$ cat src/hw/rtl/rrs_pkg.sv
// round-robin schedule simulator: shared constants, beat types and the
// command/status structs between controller and datapath
// no dependencies
`timescale 1ns / 1ps

package rrs_pkg;

  localparam int MAX_PROCS  = 16;
  localparam int RING_DEPTH = 16;

  localparam int PID_W     = $clog2(MAX_PROCS);
  localparam int CNT_W     = $clog2(MAX_PROCS + 1);
  localparam int RING_AW   = $clog2(RING_DEPTH);
  localparam int RING_CW   = $clog2(RING_DEPTH + 1);
  localparam int ARR_W     = 16;
  localparam int BUR_W     = 16;
  localparam int QNT_W     = 16;
  localparam int TIME_W    = 22;
  localparam int PROC_ID_W = 4;

  localparam int APB_AW = 3;
  localparam int APB_DW = 32;
  localparam int REG_IW = APB_AW - 2;

  localparam logic [REG_IW-1:0] REG_QUANTUM   = '0;
  localparam logic [QNT_W-1:0]  QUANTUM_RESET = 16'd4;

  typedef struct packed {
    logic [ARR_W-1:0] arrival_time;
    logic [BUR_W-1:0] burst_time;
    logic             last_process;
  } in_item_t;

  typedef struct packed {
    logic [PROC_ID_W-1:0] process_id;
    logic [TIME_W-1:0]    completion_time;
    logic [TIME_W-1:0]    turnaround_time;
    logic [TIME_W-1:0]    waiting_time;
    logic                 last_result;
  } out_item_t;

  typedef struct packed {
    logic load_en;
    logic key;
    logic cmp;
    logic place;
    logic init;
    logic idx_clr;
    logic find;
    logic scan;
    logic skip;
    logic pop;
    logic slice;
    logic run;
    logic repush;
    logic out_calc;
    logic out_load;
  } rrs_cmd_t;

  typedef struct packed {
    logic start;
    logic j_last;
    logic s_last;
    logic found;
    logic all_fin;
    logic ring_empty;
    logic out_free;
  } rrs_stat_t;

endpackage

$ cat src/hw/rtl/rrs_ctrl.sv
// round-robin schedule simulator: sequencing state machine
// depends on rrs_pkg (command and status structs)
`timescale 1ns / 1ps

module rrs_ctrl import rrs_pkg::*; (
  input  logic      clk,
  input  logic      rst_n,
  input  rrs_stat_t stat,
  output rrs_cmd_t  cmd
);

  localparam logic [3:0] S_LOAD     = 4'd0;
  localparam logic [3:0] S_KEY      = 4'd1;
  localparam logic [3:0] S_CMP      = 4'd2;
  localparam logic [3:0] S_PLACE    = 4'd3;
  localparam logic [3:0] S_INIT     = 4'd4;
  localparam logic [3:0] S_CHECK    = 4'd5;
  localparam logic [3:0] S_FIND     = 4'd6;
  localparam logic [3:0] S_SCAN     = 4'd7;
  localparam logic [3:0] S_POP      = 4'd8;
  localparam logic [3:0] S_SLICE    = 4'd9;
  localparam logic [3:0] S_RUN      = 4'd10;
  localparam logic [3:0] S_REPUSH   = 4'd11;
  localparam logic [3:0] S_OUT_CALC = 4'd12;
  localparam logic [3:0] S_OUT_LOAD = 4'd13;

  logic [3:0] state_r, state_nxt;
  logic       after_run_r, after_run_nxt;

  always_ff @(posedge clk) begin
    if (!rst_n) begin
      state_r     <= S_LOAD;
      after_run_r <= 1'b0;
    end else begin
      state_r     <= state_nxt;
      after_run_r <= after_run_nxt;
    end
  end

  always_comb begin
    cmd           = '0;
    state_nxt     = state_r;
    after_run_nxt = after_run_r;
    case (state_r)
      S_LOAD: begin
        cmd.load_en = 1'b1;
        if (stat.start) state_nxt = S_KEY;
      end
      S_KEY: begin
        cmd.key   = 1'b1;
        state_nxt = S_CMP;
      end
      S_CMP: begin
        cmd.cmp = 1'b1;
        if (stat.j_last) state_nxt = S_PLACE;
      end
      S_PLACE: begin
        cmd.place = 1'b1;
        state_nxt = stat.s_last ? S_INIT : S_KEY;
      end
      S_INIT: begin
        cmd.init  = 1'b1;
        state_nxt = S_CHECK;
      end
      S_CHECK: begin
        cmd.idx_clr = 1'b1;
        if (stat.all_fin) begin
          state_nxt = S_OUT_CALC;
        end else if (stat.ring_empty) begin
          state_nxt = S_FIND;
        end else begin
          state_nxt = S_POP;
        end
      end
      S_FIND: begin
        // idle forward to the earliest unfinished arrival, then scan all
        cmd.find = 1'b1;
        if (stat.found) begin
          state_nxt     = S_SCAN;
          after_run_nxt = 1'b0;
        end
      end
      S_SCAN: begin
        cmd.scan = 1'b1;
        cmd.skip = after_run_r;
        if (stat.s_last) state_nxt = after_run_r ? S_REPUSH : S_POP;
      end
      S_POP: begin
        cmd.pop   = 1'b1;
        state_nxt = S_SLICE;
      end
      S_SLICE: begin
        cmd.slice = 1'b1;
        state_nxt = S_RUN;
      end
      S_RUN: begin
        cmd.run       = 1'b1;
        state_nxt     = S_SCAN;
        after_run_nxt = 1'b1;
      end
      S_REPUSH: begin
        cmd.repush = 1'b1;
        state_nxt  = S_CHECK;
      end
      S_OUT_CALC: begin
        cmd.out_calc = 1'b1;
        state_nxt    = S_OUT_LOAD;
      end
      S_OUT_LOAD: begin
        cmd.out_load = 1'b1;
        if (stat.out_free) state_nxt = stat.s_last ? S_LOAD : S_OUT_CALC;
      end
      default: begin
        state_nxt = S_LOAD;
      end
    endcase
  end

endmodule

$ cat src/hw/rtl/rrs_datapath.sv
// round-robin schedule simulator: process stores, ready ring, sim clock,
// sort/scan index counters and the result register
// depends on rrs_pkg (types, widths, command and status structs)
`timescale 1ns / 1ps

module rrs_datapath import rrs_pkg::*; (
  input  logic             clk,
  input  logic             rst_n,
  input  logic [QNT_W-1:0] quantum,
  input  rrs_cmd_t         cmd,
  output rrs_stat_t        stat,
  input  logic             in_valid,
  input  in_item_t         in_data,
  input  logic             out_stall,
  output logic             out_valid,
  output out_item_t        out_data
);

  logic [ARR_W-1:0]  arr_mem  [MAX_PROCS];
  logic [BUR_W-1:0]  bur_mem  [MAX_PROCS];
  logic [BUR_W-1:0]  rem_mem  [MAX_PROCS];
  logic [TIME_W-1:0] fin_mem  [MAX_PROCS];
  logic [PID_W-1:0]  ord_mem  [MAX_PROCS];
  logic [PID_W-1:0]  ring_mem [RING_DEPTH];

  logic [MAX_PROCS-1:0] done_r, inring_r;
  logic [CNT_W-1:0]     cnt_r, fin_cnt_r;
  logic [PID_W-1:0]     s_r, j_r;
  logic [RING_AW-1:0]   head_r, tail_r;
  logic [RING_CW-1:0]   rcnt_r;
  logic [TIME_W-1:0]    clock_r;
  logic                 out_valid_r;

  logic [PID_W-1:0]  p_r, rank_r;
  logic [ARR_W-1:0]  key_r;
  logic [QNT_W-1:0]  run_r;
  logic [TIME_W-1:0] ct_r, tat_r;
  out_item_t         out_r;

  logic              accept;
  logic [CNT_W-1:0]  cnt_m1;
  logic              s_last, j_last, out_free;
  logic [PID_W-1:0]  p_ord, arr_addr, push_id;
  logic [ARR_W-1:0]  arr_rd;
  logic [BUR_W-1:0]  bur_rd, rem_p;
  logic [TIME_W-1:0] fin_rd, clock_sum;
  logic [QNT_W-1:0]  q_eff, run_nxt;
  logic              less, cand_ok, ring_full, push_en, found, slice_done;

  assign accept   = in_valid & cmd.load_en;
  assign cnt_m1   = cnt_r - 1'b1;
  assign s_last   = (CNT_W'(s_r) == cnt_m1);
  assign j_last   = (CNT_W'(j_r) == cnt_m1);
  assign out_free = ~out_valid_r | ~out_stall;

  assign p_ord = ord_mem[s_r];

  always_comb begin
    if (cmd.cmp) begin
      arr_addr = j_r;
    end else if (cmd.find | cmd.scan) begin
      arr_addr = p_ord;
    end else begin
      arr_addr = s_r;
    end
  end

  assign arr_rd = arr_mem[arr_addr];
  assign bur_rd = bur_mem[s_r];
  assign fin_rd = fin_mem[s_r];
  assign rem_p  = rem_mem[p_r];

  // stable rank: earlier arrival, or equal arrival and earlier input slot
  assign less = (arr_rd < key_r) | ((arr_rd == key_r) & (j_r < s_r));

  assign found   = ~done_r[p_ord];
  assign cand_ok = ~(cmd.skip & (p_ord == p_r)) & ~done_r[p_ord] & ~inring_r[p_ord]
                 & (TIME_W'(arr_rd) <= clock_r);

  assign ring_full = (rcnt_r == RING_CW'(RING_DEPTH));
  assign push_en   = ~ring_full & ((cmd.scan & cand_ok)
                   | (cmd.repush & ~done_r[p_r] & ~inring_r[p_r]));
  assign push_id   = cmd.scan ? p_ord : p_r;

  assign q_eff      = (quantum == '0) ? QNT_W'(1) : quantum;
  assign run_nxt    = (rem_p < q_eff) ? rem_p : q_eff;
  assign clock_sum  = clock_r + TIME_W'(run_r);
  assign slice_done = (rem_p == run_r);

  assign stat.start      = accept & in_data.last_process;
  assign stat.j_last     = j_last;
  assign stat.s_last     = s_last;
  assign stat.found      = found;
  assign stat.all_fin    = (fin_cnt_r == cnt_r);
  assign stat.ring_empty = (rcnt_r == '0);
  assign stat.out_free   = out_free;

  // control state
  always_ff @(posedge clk) begin
    if (!rst_n) begin
      done_r      <= '0;
      inring_r    <= '0;
      cnt_r       <= '0;
      fin_cnt_r   <= '0;
      s_r         <= '0;
      j_r         <= '0;
      head_r      <= '0;
      tail_r      <= '0;
      rcnt_r      <= '0;
      clock_r     <= '0;
      out_valid_r <= 1'b0;
    end else begin
      if (accept && (cnt_r < CNT_W'(MAX_PROCS))) cnt_r <= cnt_r + 1'b1;
      if (stat.start) s_r <= '0;

      if (cmd.key) j_r <= '0;
      if (cmd.cmp) j_r <= j_r + 1'b1;
      if (cmd.place) s_r <= s_r + 1'b1;
      if (cmd.idx_clr) s_r <= '0;

      if (cmd.init) begin
        done_r    <= '0;
        inring_r  <= '0;
        fin_cnt_r <= '0;
        head_r    <= '0;
        tail_r    <= '0;
        rcnt_r    <= '0;
        clock_r   <= '0;
      end

      if (cmd.find) begin
        if (found) begin
          s_r <= '0;
          if (clock_r < TIME_W'(arr_rd)) clock_r <= TIME_W'(arr_rd);
        end else begin
          s_r <= s_r + 1'b1;
        end
      end

      if (cmd.scan) s_r <= s_last ? '0 : s_r + 1'b1;

      if (push_en) begin
        tail_r            <= (tail_r == RING_AW'(RING_DEPTH - 1)) ? '0 : tail_r + 1'b1;
        rcnt_r            <= rcnt_r + 1'b1;
        inring_r[push_id] <= 1'b1;
      end

      if (cmd.pop) begin
        head_r                     <= (head_r == RING_AW'(RING_DEPTH - 1)) ? '0 : head_r + 1'b1;
        rcnt_r                     <= rcnt_r - 1'b1;
        inring_r[ring_mem[head_r]] <= 1'b0;
      end

      if (cmd.run) begin
        s_r     <= '0;
        clock_r <= clock_sum;
        if (slice_done) begin
          done_r[p_r] <= 1'b1;
          fin_cnt_r   <= fin_cnt_r + 1'b1;
        end
      end

      if (cmd.out_load && out_free) begin
        out_valid_r <= 1'b1;
        s_r         <= s_r + 1'b1;
        if (s_last) cnt_r <= '0;
      end else if (!out_stall) begin
        out_valid_r <= 1'b0;
      end
    end
  end

  // stores and payload registers
  always_ff @(posedge clk) begin
    if (accept && (cnt_r < CNT_W'(MAX_PROCS))) begin
      arr_mem[cnt_r[PID_W-1:0]] <= in_data.arrival_time;
      bur_mem[cnt_r[PID_W-1:0]] <= in_data.burst_time;
    end
    if (cmd.key) begin
      key_r        <= arr_rd;
      rank_r       <= '0;
      rem_mem[s_r] <= bur_rd;
    end
    if (cmd.cmp && less) rank_r <= rank_r + 1'b1;
    if (cmd.place) ord_mem[rank_r] <= s_r;
    if (push_en) ring_mem[tail_r] <= push_id;
    if (cmd.pop) p_r <= ring_mem[head_r];
    if (cmd.slice) run_r <= run_nxt;
    if (cmd.run) begin
      rem_mem[p_r] <= rem_p - run_r;
      if (slice_done) fin_mem[p_r] <= clock_sum;
    end
    if (cmd.out_calc) begin
      ct_r  <= fin_rd;
      tat_r <= fin_rd - TIME_W'(arr_rd);
    end
    if (cmd.out_load && out_free) begin
      out_r.process_id      <= PROC_ID_W'(s_r);
      out_r.completion_time <= ct_r;
      out_r.turnaround_time <= tat_r;
      out_r.waiting_time    <= tat_r - TIME_W'(bur_rd);
      out_r.last_result     <= s_last;
    end
  end

  assign out_valid = out_valid_r;
  assign out_data  = out_r;

endmodule

$ cat src/hw/rtl/round_robin_schedule_simulator_top.sv
// round-robin schedule simulator: top level with the quantum register
// depends on rrs_pkg, rrs_ctrl and rrs_datapath
`timescale 1ns / 1ps

// Usage
// in_ channel: one process record (arrival, burst, last flag) per beat,
// one beat per cycle while loading; records past MAX_PROCS are dropped.
// The beat with last_process set starts the run; in_stall stays high until
// the final result of the run has been handed to the output register.
// Run, n records: an arrival sort, then per time slice a ready check, ring
// pop, slice, run, arrival scan over n entries and requeue, plus, for each
// stretch where the ring runs empty, a walk of the arrival-ordered list to
// the earliest unfinished process and then a full arrival scan.
// out_ channel: n results in input order, last_result on the last; out_stall
// holds the output register and pauses the sequencer.
// quantum sits at byte address 0 of the APB port (reset 4, zero acts as 1)
// and the user must write it only while the block is idle; nothing guards it.
// rst_n (synchronous) empties the record store and the result register.

module round_robin_schedule_simulator_top import rrs_pkg::*; (
  input  logic              clk,
  input  logic              rst_n,
  input  logic              in_valid,
  output logic              in_stall,
  input  in_item_t          in_data,
  output logic              out_valid,
  input  logic              out_stall,
  output out_item_t         out_data,
  input  logic              psel,
  input  logic              penable,
  input  logic              pwrite,
  input  logic [APB_AW-1:0] paddr,
  input  logic [APB_DW-1:0] pwdata,
  output logic [APB_DW-1:0] prdata,
  output logic              pready
);

  logic [QNT_W-1:0]  quantum_r;
  logic [REG_IW-1:0] reg_idx;
  rrs_cmd_t          cmd;
  rrs_stat_t         stat;

  assign pready  = 1'b1;
  assign reg_idx = paddr[APB_AW-1:2];

  always_ff @(posedge clk) begin
    if (!rst_n) begin
      quantum_r <= QUANTUM_RESET;
    end else if (psel && penable && pwrite && (reg_idx == REG_QUANTUM)) begin
      quantum_r <= pwdata[QNT_W-1:0];
    end
  end

  assign prdata   = (reg_idx == REG_QUANTUM) ? APB_DW'(quantum_r) : '0;
  assign in_stall = ~cmd.load_en;

  rrs_ctrl u_ctrl (
    .clk   (clk),
    .rst_n (rst_n),
    .stat  (stat),
    .cmd   (cmd)
  );

  rrs_datapath u_datapath (
    .clk       (clk),
    .rst_n     (rst_n),
    .quantum   (quantum_r),
    .cmd       (cmd),
    .stat      (stat),
    .in_valid  (in_valid),
    .in_data   (in_data),
    .out_stall (out_stall),
    .out_valid (out_valid),
    .out_data  (out_data)
  );

endmodule

$ cat config.mk
export PLATFORM = sky130hd
export DESIGN_NAME = round_robin_schedule_simulator_top
export DESIGN_NICKNAME = d
export VERILOG_FILES = /design/src/hw/rtl/rrs_pkg.sv /design/src/hw/rtl/rrs_ctrl.sv /design/src/hw/rtl/rrs_datapath.sv /design/src/hw/rtl/round_robin_schedule_simulator_top.sv
export SDC_FILE = /design/constraint.sdc
export NUM_CORES = 2
export LEC_CHECK = 0
export ABC_CLOCK_PERIOD_IN_PS = 16400
export BUFFER_PORTS_ARGS = -buffer_cell sky130_fd_sc_hd__buf_2
export CAP_MARGIN = 20
export CORE_MARGIN = 3
export CORE_UTILIZATION = 60
export CTS_CLUSTER_DIAMETER = 30
export DETAILED_ROUTE_END_ITERATION = 8
export PLACE_DENSITY = 0.76
export SYNTH_ARGS = -nofsm -noshare
export SYNTH_HDL_FRONTEND = slang
export SYNTH_HIERARCHICAL = 1
export SYNTH_SLANG_ARGS = --single-unit
$ cat constraint.sdc
create_clock -name clk -period 16.4 [get_ports clk]
set_input_delay 2.46 -clock clk [delete_from_list [all_inputs] [get_ports clk]]
set_output_delay 2.46 -clock clk [all_outputs]
set_load 0.01 [all_outputs]
## Yosys cells after proc, flatten, opt, wreduce, memory -nomap -nowiden

Memories as Yosys holds them, arrays and structs flattened. A register that Yosys moved wholly into a read port is not among the register bits.
Cells that the tools add are included.

| operators by class | value |
|---|---|
| bitwise logic cells | 29 |
| muxes and demuxes | 114 |
| order comparisons | 13 |
| reduce and logical (&&, ||, !) cells | 23 |
| add/sub/neg operators | 14 |
| eq/ne operators | 28 |

Operators by type and width:

| kind | number |
|---|---|
| $mux W16 | 13 |
| $mux W4 | 38 |
| $mux W22 | 5 |
| $pmux W4 S13 | 1 |
| $mux W5 | 9 |
| $sub A22 B16 Y22 | 2 |
| $mux W1 | 37 |
| $eq A16 B16 Y1 | 2 |
| $eq A4 B4 Y1 const B | 8 |
| $lt A16 B16 Y1 | 2 |
| $or A16 B16 Y16 | 2 |
| $add A22 B16 Y22 | 1 |
| $le A16 B22 Y1 | 1 |
| $lt A22 B16 Y1 | 1 |
| $add A4 B1 Y4 const B | 5 |
| $lt A4 B5 Y1 const B | 4 |
| $and A16 B16 Y16 | 1 |
| $bmux W1 S4 | 4 |
| $eq A4 B3 Y1 const B | 4 |
| $logic_not A16 Y1 | 1 |
| $not A16 Y16 | 1 |
| $reduce_or A16 Y1 | 1 |
| $sub A16 B16 Y16 | 1 |
| $add A5 B1 Y5 const B | 3 |
| 28 further kinds | 74 |

| storage, ports and cells | value |
|---|---|
| output and inout bits | 106 |
| bits of input ports | 75 |
| memories | 6 |
| register bits | 262 |
| memory bits (writable) | 1248 |

Memory list:

| name | words | width | read ports | clocked after memory_dff | write ports | line | text |
|---|---|---|---|---|---|---|---|
| u_datapath.fin_mem | 16 | 22 | 1 | 1 | 1 | rrs_datapath.sv:22 | `logic [TIME_W-1:0] fin_mem [MAX_PROCS];` |
| u_datapath.arr_mem | 16 | 16 | 1 | 0 | 1 | rrs_datapath.sv:19 | `logic [ARR_W-1:0] arr_mem [MAX_PROCS];` |
| u_datapath.bur_mem | 16 | 16 | 1 | 1 | 1 | rrs_datapath.sv:20 | `logic [BUR_W-1:0] bur_mem [MAX_PROCS];` |
| u_datapath.rem_mem | 16 | 16 | 1 | 1 | 1 | rrs_datapath.sv:21 | `logic [BUR_W-1:0] rem_mem [MAX_PROCS];` |
| u_datapath.ord_mem | 16 | 4 | 1 | 1 | 1 | rrs_datapath.sv:23 | `logic [PID_W-1:0] ord_mem [MAX_PROCS];` |
| u_datapath.ring_mem | 16 | 4 | 1 | 1 | 1 | rrs_datapath.sv:24 | `logic [PID_W-1:0] ring_mem [RING_DEPTH];` |

## Logic depth before layout (Yosys ltp)

An unclocked memory read counts as a cell.

| logic depth | value |
|---|---|
| word-level depth | 15 |
| depth in mapped cells | 26 |

## Modules after synthesis

The synthesis kept the hierarchy.

By module, submodules not included:

| module | seq. area each (µm²) | area each (µm²) | cells an instance | instances |
|---|---|---|---|---|
| rrs_datapath | 44092.3 | 65069.9 | 4036 | 1 |
| round_robin_schedule_simulator_top | 320.3 | 915.9 | 107 | 1 |
| rrs_ctrl | 100.1 | 523.0 | 80 | 1 |

## Worst setup path after synthesis

No wires, ideal clock.

| timing | value |
|---|---|
| path type | reg2reg |
| start point | register (tool-made name) |
| end point | register u_datapath.tat_r[20] (data pin) |
| data arrival time | 5.932 ns |
| clock period less this slack | 6.191 ns |
| stages on the path, launching flop included | 26 |
| setup slack | 10.209 ns |
| buffers on the path | 4 |
| library setup time | 0.259 ns |
| cell sequence | dfxtp_1 buf_1 clkbuf_1 mux4_2 mux4_2 buf_2 mux2i_4 inv_2 mux2i_2 buf_4 mux4_2 mux2i_1 mux2_2 inv_1 ha_1 fa_1 nor2b_1 o21ai_0 a21boi_0 o21ai_0 a21boi_0 o2111ai_1 a31oi_1 a211oi_1 o21ai_0 xnor2_1 |

RTL lines:

| element | line | text |
|---|---|---|
| end signal: assignment | rrs_datapath.sv:195 | `tat_r <= fin_rd - TIME_W'(arr_rd);` |
| end: declaration | rrs_datapath.sv:37 | `logic [TIME_W-1:0] ct_r, tat_r;` |

==> flow_summary_export.csv <==
group,metric,value,unit
floorplan,core-area,0.109,mm²
detailed_routing,drcViolationCount,0,
clocking,cts.sinks,1522,
floorplan,initial_core_util,0.608,
pwr,p_leak,27.7,nW
synthesis,synth-main-ff-cell,"edfxtp_1",
global_route,grt_max_degree,67,
clocking,cts_buffer_depth,4,
detailed_routing,antenna_left,0,
synthesis,synth_edf_count,1403,
worst_hold_path,hp-class,"reg2reg",
synthesis,ys_async_sr_fraction,0,
floorplan,rows,121,
clocking,cts_buffers,303,
layout,final_cells,6241,
placed_design,post-dp-hpwl,99800,µm
sta,rsz0062_at_grt,"no",
sta,min_period_over_period,0.532,
critical_path,path_cells,"nand2_1 > nor2_1 > nor2_1 > mux2i_4 > inv_2 > mux2i_4 > buf_4 > buf_16 > mux4_2 > mux2i_1 > mux2_2 > inv_1 > ha_1 > inv_1 > a21oi_1 > o221ai_1 > a2111oi_0 > o21ai_0 > o2111ai_1 > o31ai_4 > and2_1 > buf_16 > nand2_1 > nor3_1",
placed_design,place_congestion,0.901,
layout,utilization,0.724,
sta,setup_viol_count_final,0,
pwr,combPwrFrac,0.160,
floorplan,die_x,339,µm
critical_path,ff2ff_setup_slack,7680,ps
critical_path,critPathBufInv,6,
placed_design,dp.cells,5691,
pwr,power_density,158,mW/mm²
clocking,cts_resized,0,
synthesis,seq_area_frac_synth,0.669,
sta,setup-tns-final,0,ps
synthesis,ys_seq_elements,1522,
synthesis,yosysUniqueCellTypes,82,
sta,finalClockSkew,85.9,ps
job,drv_cap,0,
critical_path,required,16850,ps
sta,slew_headroom,0.204,
sta,max_freq,115,MHz
critical_path,cp_max_fo,45,
detailed_routing,wl_per_cell,28.9,µm
critical_path,critPathArrivalTime,9180,ps
pwr,power_switching,3.36,mW
floorplan,io_pins,181,
pwr,ir_worst_vdd,158,µV
layout,layout-drive-gt1-share,0.260,
clocking,clkTransAtPathRegs,50,ps
placed_design,io_buffers,145,
global_route,grt_antenna_before_repair,9,
synthesis,syn_avg_cell_area,15.7,µm²
clocking,htree_num_levels,5,
pwr,clkPwrFrac,0.477,
pwr,power.share.sequential,0.363,
critical_path,end_kind,"flop",
floorplan,die_h,339,µm
critical_path,cp-start-kind,"flop",
synthesis,synthCells,4223,
detailed_routing,drt-total-wl,180000,µm
clocking,hold_buffers,0,
critical_path,cp_slowest_cell,"dfxtp_1",
synthesis,yosysWarnings,6,
status,status,"finished, final reports clean",
global_route,grt_pass1_vias,41289,
sta,hold_violations,0,
synthesis,synthesis.area,0.0665,mm²
clocking,cts_tree,"done",
sta,report.final.slew_viol_count,0,
critical_path,cp_top_family,"simple AND/OR/NAND/NOR gates",
sta,fin_crit,8720,ps
detailed_routing,num_vias,40799,
critical_path,slowest_delay,750,ps
global_route,overflow,0,
global_route,grt_pass1_wl,265000,µm
pwr,swShare,0.269,
detailed_routing,vias_per_cell,6.54,
sta,worst_pin_slew,1190,ps
clocking,post_cts_buffers,0,
detailed_routing,drtIter0Drc,5143,
pwr,p_int,9.14,mW
layout,nNetsFinal,4753,
floorplan,dieArea,0.115,mm²
global_route,grt_util_all_layers,0.312,
clocking,clock_latency,880,ps
clocking,cts_root_buffer,"clkbuf_16",
layout,area_growth,19.2,%
critical_path,setup.worst_path.class,"reg2reg",
detailed_routing,drt_first_pass_iters,9,
stage by stage:
stage,hold WS (ps),worst slack (ps),cell area (µm²),total power [mW]
2_1_floorplan,400,10210,66600,5.90
3_3_place_gp,404,7100,69000,6.43
3_5_place_dp,405,6950,69100,6.49
4_1_cts,412,6810,79000,12.5
5_1_grt,407,7110,79300,12.9
6_report,410,7680,79300,12.5
worst paths after layout:
kind                                     startpoint                        end  depth (start not counted)
worst max-delay path              u_ctrl/state_r[2]  u_datapath/ring_mem[1][3]                         24
worst min-delay path            u_datapath/ct_r[13]    u_datapath/out_data[58]                          0
worst max register to register    u_ctrl/state_r[2]  u_datapath/ring_mem[1][3]                         24
worst min register to register  u_datapath/ct_r[13]    u_datapath/out_data[58]                          0
power groups by stage:
stage | sequential [mW] | clock (mW) | combinational, mW
after floorplan | 4.56 | 0 | 1.34
after global placement | 4.60 | 0 | 1.83
after detailed placement | 4.61 | 0 | 1.88
after CTS | 4.54 | 6.01 | 1.94
after global routing | 4.55 | 6.21 | 2.15
final | 4.54 | 5.96 | 2.00
cells in the mapped netlist (18+ instances only):
master | number | share of area
mux2i_1 | 102 | 0.015
nor2_1 | 182 | 0.010
nand2b_1 | 19 | 0.0018
a22oi_1 | 18 | 0.0020
and2_1 | 24 | 0.0023
o21ai_0 | 347 | 0.026
buf_1 | 31 | 0.0017
dfxtp_1 | 119 | 0.036
xor2_1 | 19 | 0.0025
nand2_1 | 409 | 0.023
mux4_2 | 374 | 0.13
nor2b_1 | 38 | 0.0036
edfxtp_1 | 1403 | 0.63
xnor2_1 | 65 | 0.0086
buf_4 | 32 | 0.0036
nand3_1 | 45 | 0.0034
o21ai_1 | 23 | 0.0017
nor3_1 | 57 | 0.0043
mux2_2 | 37 | 0.0063
inv_1 | 142 | 0.0080
a211oi_1 | 22 | 0.0025
clkbuf_1 | 189 | 0.011
ha_1 | 135 | 0.025
a21oi_1 | 115 | 0.0087
nand4_1 | 33 | 0.0031
kinds of logic after synthesis:
logic type	Yosys count	synth area share
muxes	515	0.149
buffers and inverters	414	0.0261
and+or+nand+nor	891	0.0612
adders and majority gates	139	0.0266
DFF	1522	0.669
AOI/OAI and AO/OA	656	0.0568
other	2	0.000113
xor gates and xnor gates	84	0.0111
cell usage in the layout, fill, tap and decap left out, types with 22 or more instances in the layout:
cell type,n
nor2b_1,38
inv_1,141
o21ai_1,30
edfxtp_1,1403
and2_1,23
ha_1,135
nor2_1,153
clkinvlp_4,35
clkbuf_16,308
clkbuf_1,29
buf_4,109
dfxtp_1,114
nand2_1,409
clkinv_1,26
nor3_1,49
mux2i_1,100
inv_6,26
nand4_1,33
clkinv_2,45
xnor2_1,63
nand3_1,45
mux2_2,37
a211oi_1,22
o21ai_0,330
a21oi_1,114
bufinv_16,31
clkinv_4,24
buf_2,145
nor2_4,29
mux4_2,374
sequential cells by signal, indices dropped and copies added, names as in the netlist, 16 cells and up, named ones only:
register,flops
u_datapath/rem_mem,256
u_datapath/ord_mem,64
u_datapath/arr_mem,256
u_datapath/key_r,16
u_datapath/fin_mem,352
u_datapath/done_r,16
u_datapath/clock_r,22
u_datapath/inring_r,16
u_datapath/out_data,71
u_datapath/bur_mem,256
u_datapath/tat_r,22
u_datapath/ct_r,22
u_datapath/ring_mem,64
quantum_r,16
u_datapath/run_r,16
final cells by class:
| class | instances | area, µm² |
|---|---|---|
| inverters | 147 | 553 |
| fillers | 6307 | 30200 |
| repair buffers | 263 | 1760 |
| diodes | 2 | 5.00 |
| well taps | 1476 | 1850 |
| clock inverters | 192 | 2070 |
| multi-input cells | 2302 | 20700 |
| clock buffers | 337 | 7820 |
| flip-flops and latches | 1522 | 44500 |
layer usage:
layer | GRT usage | routed length [µm]
met1 | 0.402 | 63600
met2 | 0.506 | 88400
met3 | 0.0681 | 18900
met4 | 0.159 | 9310
met5 | 0 | 24
Power figures use the tool's default switching activity.
